$ cat src/rtl/assert_macros.svh
// Assertion macros used by the top level of the scan code translator.
`ifndef ASSERT_MACROS_SVH
`define ASSERT_MACROS_SVH

// Expression must hold at every clock edge outside reset.
`define ASSERT_ALWAYS(lbl, expr, msg) \
    lbl: assert property (@(posedge clk) disable iff (!rst_n) (expr)) else $error(msg);

// Antecedent in a cycle implies consequent in the same cycle.
`define ASSERT_IMPLIES(lbl, ante, cons, msg) \
    lbl: assert property (@(posedge clk) disable iff (!rst_n) (ante) |-> (cons)) \
        else $error(msg);

// Antecedent in a cycle implies consequent in the next cycle.
`define ASSERT_NEXT(lbl, ante, cons, msg) \
    lbl: assert property (@(posedge clk) disable iff (!rst_n) (ante) |=> (cons)) \
        else $error(msg);

`endif

$ cat src/rtl/sctr_pkg.sv
// Package: types, key codes and translation tables of the scan code translator.
`default_nettype none
package sctr_pkg;

    localparam logic [6:0] KEY_C     = 7'h2E;
    localparam logic [6:0] KEY_D     = 7'h20;
    localparam logic [6:0] KEY_LSH   = 7'h2A;
    localparam logic [6:0] KEY_RSH   = 7'h36;
    localparam logic [6:0] KEY_CTRL  = 7'h1D;
    localparam logic [6:0] KEY_CAPS  = 7'h3A;
    localparam logic [6:0] KEY_TAB   = 7'h0F;
    localparam logic [6:0] KEY_BKSP  = 7'd14;
    localparam logic [6:0] KEY_ENTER = 7'd28;
    localparam logic [6:0] KEY_ESC   = 7'h01;
    localparam logic [6:0] KEY_NONE  = 7'h00;
    localparam logic [6:0] KEY_LEFT  = 7'd75;
    localparam logic [6:0] KEY_RIGHT = 7'd77;

    localparam logic [7:0] CASE_DIFF  = 8'd32;
    localparam logic [2:0] TAB_SPACES = 3'd5;

    localparam logic [7:0] ASC_BKSP  = 8'h01;
    localparam logic [7:0] ASC_LF    = 8'h0A;
    localparam logic [7:0] ASC_SPACE = 8'h20;
    localparam logic [7:0] ASC_QUEST = 8'h3F;
    localparam logic [7:0] ASC_NUL   = 8'h00;

    localparam logic [1:0] KIND_CHAR = 2'd0;
    localparam logic [1:0] KIND_EOF  = 2'd1;
    localparam logic [1:0] KIND_INTR = 2'd2;

    localparam int SCTR_QDEPTH = 4;

    typedef struct packed {
        logic [7:0] ch;
        logic [1:0] kind;
        logic       tab;   // repeat five times
    } cmd_t;

    typedef struct packed {
        logic full;
        logic empty;
    } q_stat_t;

    function automatic logic [7:0] key_ascii(input logic [6:0] code);
        logic [7:0] ch;
        case (code)
            7'h02: ch = "1";
            7'h03: ch = "2";
            7'h04: ch = "3";
            7'h05: ch = "4";
            7'h06: ch = "5";
            7'h07: ch = "6";
            7'h08: ch = "7";
            7'h09: ch = "8";
            7'h0A: ch = "9";
            7'h0B: ch = "0";
            7'h0C: ch = "-";
            7'h0D: ch = "=";
            7'h1E: ch = "a";
            7'h30: ch = "b";
            7'h2E: ch = "c";
            7'h20: ch = "d";
            7'h12: ch = "e";
            7'h21: ch = "f";
            7'h22: ch = "g";
            7'h23: ch = "h";
            7'h17: ch = "i";
            7'h24: ch = "j";
            7'h25: ch = "k";
            7'h26: ch = "l";
            7'h32: ch = "m";
            7'h31: ch = "n";
            7'h18: ch = "o";
            7'h19: ch = "p";
            7'h10: ch = "q";
            7'h13: ch = "r";
            7'h1F: ch = "s";
            7'h14: ch = "t";
            7'h16: ch = "u";
            7'h2F: ch = "v";
            7'h11: ch = "w";
            7'h2D: ch = "x";
            7'h15: ch = "y";
            7'h2C: ch = "z";
            7'h39: ch = " ";
            7'h2B: ch = "|";
            default: ch = ASC_NUL;
        endcase
        return ch;
    endfunction

    function automatic logic [7:0] digit_shifted(input logic [3:0] d);
        logic [7:0] ch;
        case (d)
            4'd0: ch = ")";
            4'd1: ch = "!";
            4'd2: ch = "@";
            4'd3: ch = "#";
            4'd4: ch = "$";
            4'd5: ch = "%";
            4'd6: ch = "^";
            4'd7: ch = "&";
            4'd8: ch = "*";
            4'd9: ch = "(";
            default: ch = ASC_NUL;
        endcase
        return ch;
    endfunction

endpackage
`default_nettype wire

$ cat src/rtl/sctr_front.sv
// Front end: modifier tracking and classification of scan codes into commands.
`default_nettype none
module sctr_front
    import sctr_pkg::*;
(
    input  wire logic       clk,
    input  wire logic       rst_n,
    input  wire logic       acc,
    input  wire logic [7:0] code_in,
    output logic            push,
    output cmd_t            cmd
);

    logic       shift_reg, shift_next;
    logic       ctrl_reg, ctrl_next;
    logic       caps_reg, caps_next;
    logic [6:0] code;
    logic       pressed;
    logic       silent;
    logic [7:0] base;
    logic [7:0] xlat;

    assign code    = code_in[6:0];
    assign pressed = !code_in[7];

    assign silent = (code == KEY_NONE) || (code == KEY_ESC) || (code == KEY_LEFT) ||
                    (code == KEY_RIGHT) || (code == KEY_CTRL) || (code == KEY_CAPS) ||
                    (code == KEY_LSH) || (code == KEY_RSH);

    // Modifier keys are silent, so the registered state is the one in force.
    always_comb
    begin
        base = key_ascii(code);
        if (base == ASC_NUL)
            xlat = ASC_QUEST;
        else if (base >= "a" && base <= "z" && (caps_reg || shift_reg))
            xlat = base - CASE_DIFF;
        else if (base >= "0" && base <= "9" && shift_reg)
            xlat = digit_shifted(4'(base - "0"));
        else
            xlat = base;
    end

    always_comb
    begin
        shift_next = shift_reg;
        ctrl_next  = ctrl_reg;
        caps_next  = caps_reg;
        if (acc)
        begin
            if (code == KEY_LSH || code == KEY_RSH)
                shift_next = pressed;
            else if (code == KEY_CTRL)
                ctrl_next = pressed;
            else if (code == KEY_CAPS && pressed)
                caps_next = !caps_reg;
        end
    end

    always_comb
    begin
        push     = acc && pressed;
        cmd.ch   = xlat;
        cmd.kind = KIND_CHAR;
        cmd.tab  = 1'b0;
        if (ctrl_reg && code == KEY_C)
        begin
            cmd.ch   = ASC_NUL;
            cmd.kind = KIND_INTR;
        end
        else if (ctrl_reg && code == KEY_D)
        begin
            cmd.ch   = ASC_NUL;
            cmd.kind = KIND_EOF;
        end
        else if (code == KEY_BKSP)
            cmd.ch = ASC_BKSP;
        else if (code == KEY_ENTER)
            cmd.ch = ASC_LF;
        else if (code == KEY_TAB)
        begin
            cmd.ch  = ASC_SPACE;
            cmd.tab = 1'b1;
        end
        else if (silent)
            push = 1'b0;
    end

    always_ff @(posedge clk or negedge rst_n)
    begin
        if (!rst_n)
        begin
            shift_reg <= 1'b0;
            ctrl_reg  <= 1'b0;
            caps_reg  <= 1'b0;
        end
        else
        begin
            shift_reg <= shift_next;
            ctrl_reg  <= ctrl_next;
            caps_reg  <= caps_next;
        end
    end

endmodule
`default_nettype wire

$ cat src/rtl/sctr_fifo.sv
// Command queue between the front end and the output sequencer.
`default_nettype none
module sctr_fifo
    import sctr_pkg::*;
#(
    parameter int QDepth = SCTR_QDEPTH
)
(
    input  wire logic  clk,
    input  wire logic  rst_n,
    input  wire logic  push,
    input  wire cmd_t  wr_cmd,
    input  wire logic  pop,
    output cmd_t       rd_cmd,
    output q_stat_t    stat
);

    localparam int PtrW = (QDepth > 1) ? $clog2(QDepth) : 1;
    localparam int CntW = $clog2(QDepth + 1);

    cmd_t            mem [QDepth];
    logic [PtrW-1:0] wr_ptr_reg, wr_ptr_next;
    logic [PtrW-1:0] rd_ptr_reg, rd_ptr_next;
    logic [CntW-1:0] count_reg, count_next;
    logic            do_push;
    logic            do_pop;

    assign stat.full  = (count_reg == CntW'(QDepth));
    assign stat.empty = (count_reg == '0);
    assign do_push    = push && !stat.full;
    assign do_pop     = pop && !stat.empty;
    assign rd_cmd     = mem[rd_ptr_reg];

    always_comb
    begin
        wr_ptr_next = wr_ptr_reg;
        rd_ptr_next = rd_ptr_reg;
        count_next  = count_reg;
        if (do_push)
            wr_ptr_next = (wr_ptr_reg == PtrW'(QDepth - 1)) ? '0 : wr_ptr_reg + 1'b1;
        if (do_pop)
            rd_ptr_next = (rd_ptr_reg == PtrW'(QDepth - 1)) ? '0 : rd_ptr_reg + 1'b1;
        if (do_push && !do_pop)
            count_next = count_reg + 1'b1;
        else if (do_pop && !do_push)
            count_next = count_reg - 1'b1;
    end

    always_ff @(posedge clk)
    begin
        if (do_push)
            mem[wr_ptr_reg] <= wr_cmd;
    end

    always_ff @(posedge clk or negedge rst_n)
    begin
        if (!rst_n)
        begin
            wr_ptr_reg <= '0;
            rd_ptr_reg <= '0;
            count_reg  <= '0;
        end
        else
        begin
            wr_ptr_reg <= wr_ptr_next;
            rd_ptr_reg <= rd_ptr_next;
            count_reg  <= count_next;
        end
    end

endmodule
`default_nettype wire

$ cat src/rtl/sctr_back.sv
// Back end: expands commands into result transfers through an output register.
`default_nettype none
module sctr_back
    import sctr_pkg::*;
(
    input  wire logic       clk,
    input  wire logic       rst_n,
    input  wire cmd_t       head,
    input  wire q_stat_t    qstat,
    output logic            pop,
    output logic            m_tvalid,
    input  wire logic       m_tready,
    output logic [7:0]      m_tdata,
    output logic [1:0]      m_tuser,
    output logic            m_tlast
);

    logic       valid_reg, valid_next;
    logic [7:0] ch_reg, ch_next;
    logic [1:0] kind_reg, kind_next;
    logic       last_reg, last_next;
    logic [2:0] rem_reg, rem_next;   // results still owed after the one shown
    logic       load;

    assign load = !valid_reg || m_tready;

    always_comb
    begin
        pop        = 1'b0;
        valid_next = valid_reg;
        ch_next    = ch_reg;
        kind_next  = kind_reg;
        last_next  = last_reg;
        rem_next   = rem_reg;
        if (load)
        begin
            if (rem_reg != '0)
            begin
                // tab burst: same character again
                valid_next = 1'b1;
                rem_next   = rem_reg - 1'b1;
                last_next  = (rem_reg == 3'd1);
            end
            else if (!qstat.empty)
            begin
                pop        = 1'b1;
                valid_next = 1'b1;
                ch_next    = head.ch;
                kind_next  = head.kind;
                rem_next   = head.tab ? TAB_SPACES - 1'b1 : 3'd0;
                last_next  = !head.tab;
            end
            else
                valid_next = 1'b0;
        end
    end

    always_ff @(posedge clk)
    begin
        ch_reg   <= ch_next;
        kind_reg <= kind_next;
        last_reg <= last_next;
    end

    always_ff @(posedge clk or negedge rst_n)
    begin
        if (!rst_n)
        begin
            valid_reg <= 1'b0;
            rem_reg   <= '0;
        end
        else
        begin
            valid_reg <= valid_next;
            rem_reg   <= rem_next;
        end
    end

    assign m_tvalid = valid_reg;
    assign m_tdata  = ch_reg;
    assign m_tuser  = kind_reg;
    assign m_tlast  = last_reg;

endmodule
`default_nettype wire

$ cat src/rtl/scancode_to_ascii_translator_core.sv
// Scan code set 1 to ASCII translator: top level.
//
// Input stream s_*: one raw set-1 scan code per transfer, bit 7 marks a release.
// Output stream m_*: one result per transfer; tdata is the character, tuser the
// kind (character, end of file, interrupt), tlast marks the final result of a code.
// Release codes and modifier or other silent keys update state and give nothing.
// m_tvalid rises after a scan code transfer once its command has passed the queue write
// and then the output register.
// Throughput: one scan code per cycle while results are taken each cycle; a tab
// gives five results, all through the single output register.
// A command queue of QDepth entries sits between classification and output, so
// the input keeps flowing while a stalled receiver holds a result.
// When the receiver stalls, the result holds and s_tready drops once the queue fills.
// Reset clears shift, ctrl and caps lock, empties the queue and drops m_tvalid.
`default_nettype none
module scancode_to_ascii_translator_core
    import sctr_pkg::*;
#(
    parameter int QDepth = SCTR_QDEPTH
)
(
    input  wire logic       clk,
    input  wire logic       rst_n,
    input  wire logic       s_tvalid,
    output logic            s_tready,
    input  wire logic [7:0] s_tdata,    // [7:0] scan_code
    output logic            m_tvalid,
    input  wire logic       m_tready,
    output logic [7:0]      m_tdata,    // [7:0] char_code
    output logic [1:0]      m_tuser,    // [1:0] kind
    output logic            m_tlast
);

`include "assert_macros.svh"

    logic    s_acc;
    logic    push;
    logic    pop;
    cmd_t    wr_cmd;
    cmd_t    head;
    q_stat_t qstat;

    assign s_tready = !qstat.full;
    assign s_acc    = s_tvalid && s_tready;

    sctr_front u_front (
        .clk     (clk),
        .rst_n   (rst_n),
        .acc     (s_acc),
        .code_in (s_tdata),
        .push    (push),
        .cmd     (wr_cmd)
    );

    sctr_fifo #(
        .QDepth (QDepth)
    ) u_fifo (
        .clk    (clk),
        .rst_n  (rst_n),
        .push   (push),
        .wr_cmd (wr_cmd),
        .pop    (pop),
        .rd_cmd (head),
        .stat   (qstat)
    );

    sctr_back u_back (
        .clk      (clk),
        .rst_n    (rst_n),
        .head     (head),
        .qstat    (qstat),
        .pop      (pop),
        .m_tvalid (m_tvalid),
        .m_tready (m_tready),
        .m_tdata  (m_tdata),
        .m_tuser  (m_tuser),
        .m_tlast  (m_tlast)
    );

    `ASSERT_ALWAYS(a_q_state, !(qstat.full && qstat.empty), "queue both full and empty")
    `ASSERT_IMPLIES(a_rel_quiet, s_acc && s_tdata[7], !push, "release code queued a result")
    `ASSERT_IMPLIES(a_evt_last, m_tvalid && m_tuser != KIND_CHAR, m_tlast,
                    "event result without tlast")
    `ASSERT_NEXT(a_pop_shows, pop, m_tvalid, "popped command not presented")

endmodule
`default_nettype wire
$ cat config.mk
export PLATFORM = sky130hd
export DESIGN_NAME = scancode_to_ascii_translator_core
export DESIGN_NICKNAME = d
export VERILOG_FILES = /design/src/rtl/sctr_pkg.sv /design/src/rtl/sctr_front.sv /design/src/rtl/sctr_fifo.sv /design/src/rtl/sctr_back.sv /design/src/rtl/scancode_to_ascii_translator_core.sv
export VERILOG_INCLUDE_DIRS = /design/src /design/src/rtl
export SDC_FILE = /design/constraint.sdc
export NUM_CORES = 1
export LEC_CHECK = 0
export BUFFER_PORTS_ARGS = -buffer_cell sky130_fd_sc_hd__buf_2
export CAP_MARGIN = 10
export CELL_PAD_IN_SITES_DETAIL_PLACEMENT = 0
export CELL_PAD_IN_SITES_GLOBAL_PLACEMENT = 1
export CORE_ASPECT_RATIO = 1.5
export CORE_MARGIN = 3
export CORE_UTILIZATION = 45
export DETAILED_ROUTE_END_ITERATION = 7
export HOLD_SLACK_MARGIN = 0.1
export PLACE_DENSITY = 0.73
export SLEW_MARGIN = 20
export SYNTH_ARGS = -nofsm -noshare
export SYNTH_HDL_FRONTEND = slang
export SYNTH_SLANG_ARGS = --single-unit
$ cat constraint.sdc
create_clock -name clk -period 2.8 [get_ports clk]
set_input_delay 0.28 -clock clk [delete_from_list [all_inputs] [get_ports clk]]
set_output_delay 0.28 -clock clk [all_outputs]
set_load 0.02 [all_outputs]
Yosys cells after proc, flatten, opt, wreduce, memory -nomap -nowiden. Memory sizes are Yosys's and may differ from the RTL's. Index checks and enable logic that the tools add are counted.

Multiplexer cells: 36. Magnitude comparators: 4. Equality and inequality tests: 17. Reductions and logical operators: 41. Bitwise logic cells: 4. Add/sub/neg operators: 7.

Operators by type and width (number): $mux W8 (8); $eq A7 B6 Y1 const B (5); $mux W1 (20); $mux W3 (5); $eq A7 B4 Y1 const B (2); $eq A7 B5 Y1 const B (2); $eq A7 B7 Y1 const B (2); $logic_and A1 B1 Y1 (13); $logic_or A1 B1 Y1 (10); $mux W10 (1); $ge A8 B6 Y1 const B (1); $ge A8 B7 Y1 const B (1); $le A8 B6 Y1 const B (1); $le A8 B7 Y1 const B (1); $logic_not A1 Y1 (8); $logic_not A8 Y1 (1); $sub A8 B6 Y8 const B (1); $eq A7 B1 Y1 const B (1); $logic_not A7 Y1 (1); $reduce_and A3 Y1 (2); $sub A3 B1 Y3 const B (2); $add A2 B1 Y2 const B (2); $eq A2 B2 Y1 const B (2); $mux W2 (2); 11 further kinds (15).

Memories: 3. Flip-flop bits (word level): 25. Logic and storage cells: 123. RAM bits: 44. Input port bits: 12. ROM bits: 560.

Memories: (name not given) (depth 64, width 7, read ports 1, clocked after Yosys merged registers in 0, wr ports 0, RTL line sctr_pkg.sv:47) `case (code)`; (name not given) (depth 16, width 7, read ports 1, clocked after Yosys merged registers in 0, wr ports 0, RTL line sctr_pkg.sv:95) `case (d)`; u_fifo.mem (depth 4, width 11, read ports 1, clocked after Yosys merged registers in 0, wr ports 1, RTL line sctr_fifo.sv:21) `cmd_t mem [QDepth];`.

Longest topological paths before layout.
Word-level depth: 19. Depth in mapped cells: 14.

Modules after synthesis. A second synthesis with hierarchy kept.

Cell total of the unflattened synthesis: 320. Area, all modules: 4048.9 um^2.

By module, submodules not included: sctr_fifo (instances 1, cells an instance 94, area an instance 2028.2 um^2); sctr_front (instances 1, cells an instance 193, area an instance 1461.4 um^2); sctr_back (instances 1, cells an instance 31, area an instance 549.3 um^2); scancode_to_ascii_translator_core (instances 1, cells an instance 2, area an instance 10.0 um^2).

Least setup slack after synthesis. OpenSTA, ideal clock, no wires.

Kind: in2reg. Start: input s_tdata[1]. End: register u_fifo.count_reg[2]. Path buffers: 0. Setup slack: -0.020 ns. Arrival time: 2.741 ns. Cell stages on the path: 14. Library setup time: 0.079 ns. Cell sequence: inv_1 > ha_1 > inv_1 > nor4_1 > inv_1 > nand3_1 > a41oi_1 > nor3_2 > ha_1 > inv_1 > fa_1 > xor2_1 > nor2_1 > xor2_1.

Longest elaborated chain between the ends: 18. Elaborated cells on any way between the ends: 34. Those cells by class: eq/ne: 12; mux: 7; reduce/logical: 15.

Ends and longest elaborated chain: from (decl) (RTL line scancode_to_ascii_translator_core.sv:26) `input wire logic [7:0] s_tdata,`; $eq A7 B1 Y1 or $logic_not A7 Y1 (tied branches) (RTL line sctr_front.sv:26) `assign silent = (code == KEY_NONE) || (code == KEY_ESC) || (code == KEY_LEFT) ||`; $logic_or A1 B1 Y1 (3 in a row) (RTL line sctr_front.sv:26); $logic_or A1 B1 Y1 (3 in a row) (RTL line sctr_front.sv:27) `(code == KEY_RIGHT) || (code == KEY_CTRL) || (code == KEY_CAPS) ||`; $logic_or A1 B1 Y1 (RTL line sctr_front.sv:28) `(code == KEY_LSH) || (code == KEY_RSH);`; $mux W1 (RTL line sctr_front.sv:85) `else if (silent)`; $mux W1 (RTL line sctr_front.sv:80) `else if (code == KEY_TAB)`; $mux W1 (RTL line sctr_front.sv:78) `else if (code == KEY_ENTER)`; $mux W1 (RTL line sctr_front.sv:76) `else if (code == KEY_BKSP)`; $mux W1 (RTL line sctr_front.sv:71) `else if (ctrl_reg && code == KEY_D)`; $mux W1 (*) (RTL line sctr_front.sv:66) `if (ctrl_reg && code == KEY_C)`; $logic_and A1 B1 Y1 (*) (RTL line sctr_fifo.sv:30) `assign do_push = push && !stat.full;`; named net u_fifo.do_push (RTL line sctr_fifo.sv:25) `logic do_push;`; $logic_not A1 Y1 (RTL line sctr_fifo.sv:45) `else if (do_pop && !do_push)`; $logic_and A1 B1 Y1 (RTL line sctr_fifo.sv:45); $reduce_bool A2 Y1 (no line); to (signal assigned) (RTL line sctr_fifo.sv:67) `count_reg <= count_next;`; to (decl) (RTL line sctr_fifo.sv:24) `logic [CntW-1:0] count_reg, count_next;`.

The timed path passes the listed nets; every way through them passes the cells marked *. A chain may end at the register's enable or synchronous reset.

==> flow_summary.ini <==
[logic_synthesis]
netlist.area_leader.share_pct = 41.7
synth_nets = 364
synthArstFlopShare_pct = 20.3
yosysTopAreaCell = edfxtp_1
ys_types = 66
synth_seq_area_share_pct = 50.5
syn_inst = 331
synth_warnings = 0
syn_area_mm2 = 0.00396
synth-seq-cells = 69
synth-edff-count = 55
syn_avg_cell_area_um2 = 12.0
dominantRegCellSynth = edfxtp_1
yosys-top-cells-area = edfxtp_1 42%, dfrtp_1 8.8%, mux4_2 6.8%, ha_1 6.3%, nor2_1 2.7%

[power_and_ir_drop]
p_leak_uw = 0.00204
cellPowerDensity_mw_per_mm2 = 690
p_total_uw = 3430
ir_worst_vdd_mv = 0.443

[placement]
io_buffers = 24
gp_congestion = 1.03
dp_hpwl_mm = 7.29

[finish]
final_cell_mix = 58 x buf_4, 55 x edfxtp_1, 29 x nor2_1
largest_register_ffs = 44
layout-drive-gt1-share_pct = 31.5
final_net_count = 450
syn_to_final_growth_pct = 25.6
antenna_cells = 0
regMostFlops = u_fifo.mem
post-route-util_pct = 58.4
layout_commonest_cell = buf_4

[global_routing]
grt_pass1_wl_mm = 14.9
antenna_found_initial = 0
gr-total-overflow = 0
grt_pass1_vias = 3002
grt_usage_pct = 20.4
grt_start_max_net_pins = 18

[setup_path]
cp.required_ns = 2.91
r2r-start = u_front.ctrl_reg$_DFFE_PN0P_
worst-r2r-cell-count = 12
critPathArrivalTime_ns = 2.72
crit_type = in2reg
critPathLaunch = s_tdata[1]
critPathMaxFanout = 5
crit_path_start_kind = input port
endpoint_kind = flop

[sta]
rsz0062_at_grt = false
report.final.slew_viol_count = 0
tightest_slew_ns = 0.547
whs_ns = 0.191
fin_setup_tns_ns = 0
fin_skew_ns = 0.00389
period_share_pct = 93.1
timing.final.crit_period_ns = 2.61
max_freq_mhz = 384
slew_headroom_pct = 63.2
hold_viol = 0
setup_viol = 0

[clocking]
cts_tree = yes
clk_pin_slew_worst_paths_ns = 0.05
cts-root-buf = clkbuf_16
cts.path.max_buffers = 2
insertion_delay_ns = 0.32
htreeDepth = 3
cts_buffers = 9
clock_sinks = 69
cts_setup_buffers = 0

[routing]
via_per_inst = 5.59
wl_met2_mm = 5.41
dr_wl_met3_um = 252
routed.top_layer = met4
wl_mm = 9.26
antenna_left = 0
wl_per_cell_um = 17.5
num_vias = 2958
drt-initial-drc-count = 154
wl_met1_mm = 3.20
dr.pass1.iters = 4
drc = 0

[outcome]
run_status = finished, final reports clean

[min_path]
min-delay-start = s_tdata[7]
hold_path.class = in2reg
whs_path_depth = 2

[floorplanning]
start_util_pct = 46.5
coreArea_mm2 = 0.00852
design.die.area_mm2 = 0.00999
dieWidth_um = 82.6
rows = 41
ioPinCount = 25
dieHeight_um = 121

[run]
cap_violations = 0
worst max-delay path, cell delays in order:
cell and delay (ns):
buf_2 0.11, inv_1 0.10, ha_1 0.36, mux2_2 0.30
a21oi_1 0.20, a2bb2oi_1 0.11, buf_4 0.15, nor4bb_4 0.31
and4b_1 0.30, buf_4 0.13, a21oi_1 0.06, a21oi_1 0.31
report_power, final:
part	switching [µW]	internal, µW	leakage [µW]	total, µW
combinational	494	498	0.00124	993
sequential	137	1340	0.000677	1480
clock	371	591	0.000123	963
total	1000	2430	0.00204	3430
final timing paths:
path	end	slack (ns)
setup / recovery	u_fifo.mem[2][7]$_DFFE_PP_	0.19
hold / removal	u_front.shift_reg$_DFFE_PN0P_	0.19
setup reg to reg	u_fifo.count_reg[2]$_DFFE_PN0P_	0.22
hold reg to reg	u_front.caps_reg$_DFFE_PN0P_	0.47
max in group asynchronous	u_fifo.rd_ptr_reg[1]$_DFFE_PN0P_	2.17
min in group asynchronous	u_fifo.wr_ptr_reg[1]$_DFFE_PN0P_	0.38
what timing repair did:
action | in CTS | in global routing
hold buffers | 1 | 0
endpoints found under the setup margin | 0 | 12
endpoints found under the hold margin | 14 | 0
gates resized for setup | 0 | 3
cell type report:
type | instances | area (µm²)
tap | 107 | 134
clock buffer | 13 | 240
sequential | 69 | 2000
fill | 759 | 3540
timing repair buffer | 89 | 686
inverter | 19 | 71.3
multi-input combinational | 229 | 1830
clock inverter | 3 | 12.5
cell families (layout without fill, tap and decap cells):
family                     count (synthesis)  count (layout)  share of synthesized area, %
muxes                                     25              25                          10.4
and+or+nand+nor                          122             122                          16.7
AOI/OAI and AO/OA                         57              57                          10.5
buffers and inverters                     33             124                          4.14
DFF                                       69              69                          50.5
adders and majority gates                 21              21                          6.82
xor gates and xnor gates                   4               4                         0.885
layer usage:
layer | global-route usage (%) | vias up
met4 | 11.2 | 0
met5 | 0 | -
met1 | 19.8 | 1447
met3 | 3.57 | 26
met2 | 38.7 | 73
li1 | - | 1412
per-stage QoR:
stage / cells / cell area, µm² / setup slack, ns
finish: 529 / 4980 / 0.194
global route: 529 / 4980 / 0.00823
CTS: 529 / 4950 / 0.105
detailed placement: 512 / 4690 / -0.225
global placement: 512 / 4690 / -0.0991
floorplan: 331 / 3980 / 0.0167
cells in the mapped netlist (4+ instances only):
master / instances
edfxtp_1: 55
nor2_1: 29
nand2_1: 27
ha_1: 20
inv_1: 19
dfrtp_1: 14
mux4_2: 12
o21ai_0: 12
a21oi_1: 10
nand2b_1: 10
nor3_1: 9
mux2_2: 7
nand3_1: 7
nor2b_1: 7
and2_1: 5
buf_2: 5
mux2i_1: 5
buf_6: 4
o211ai_1: 4
or2_2: 4
No activity file was read; power rests on OpenSTA's default activity.
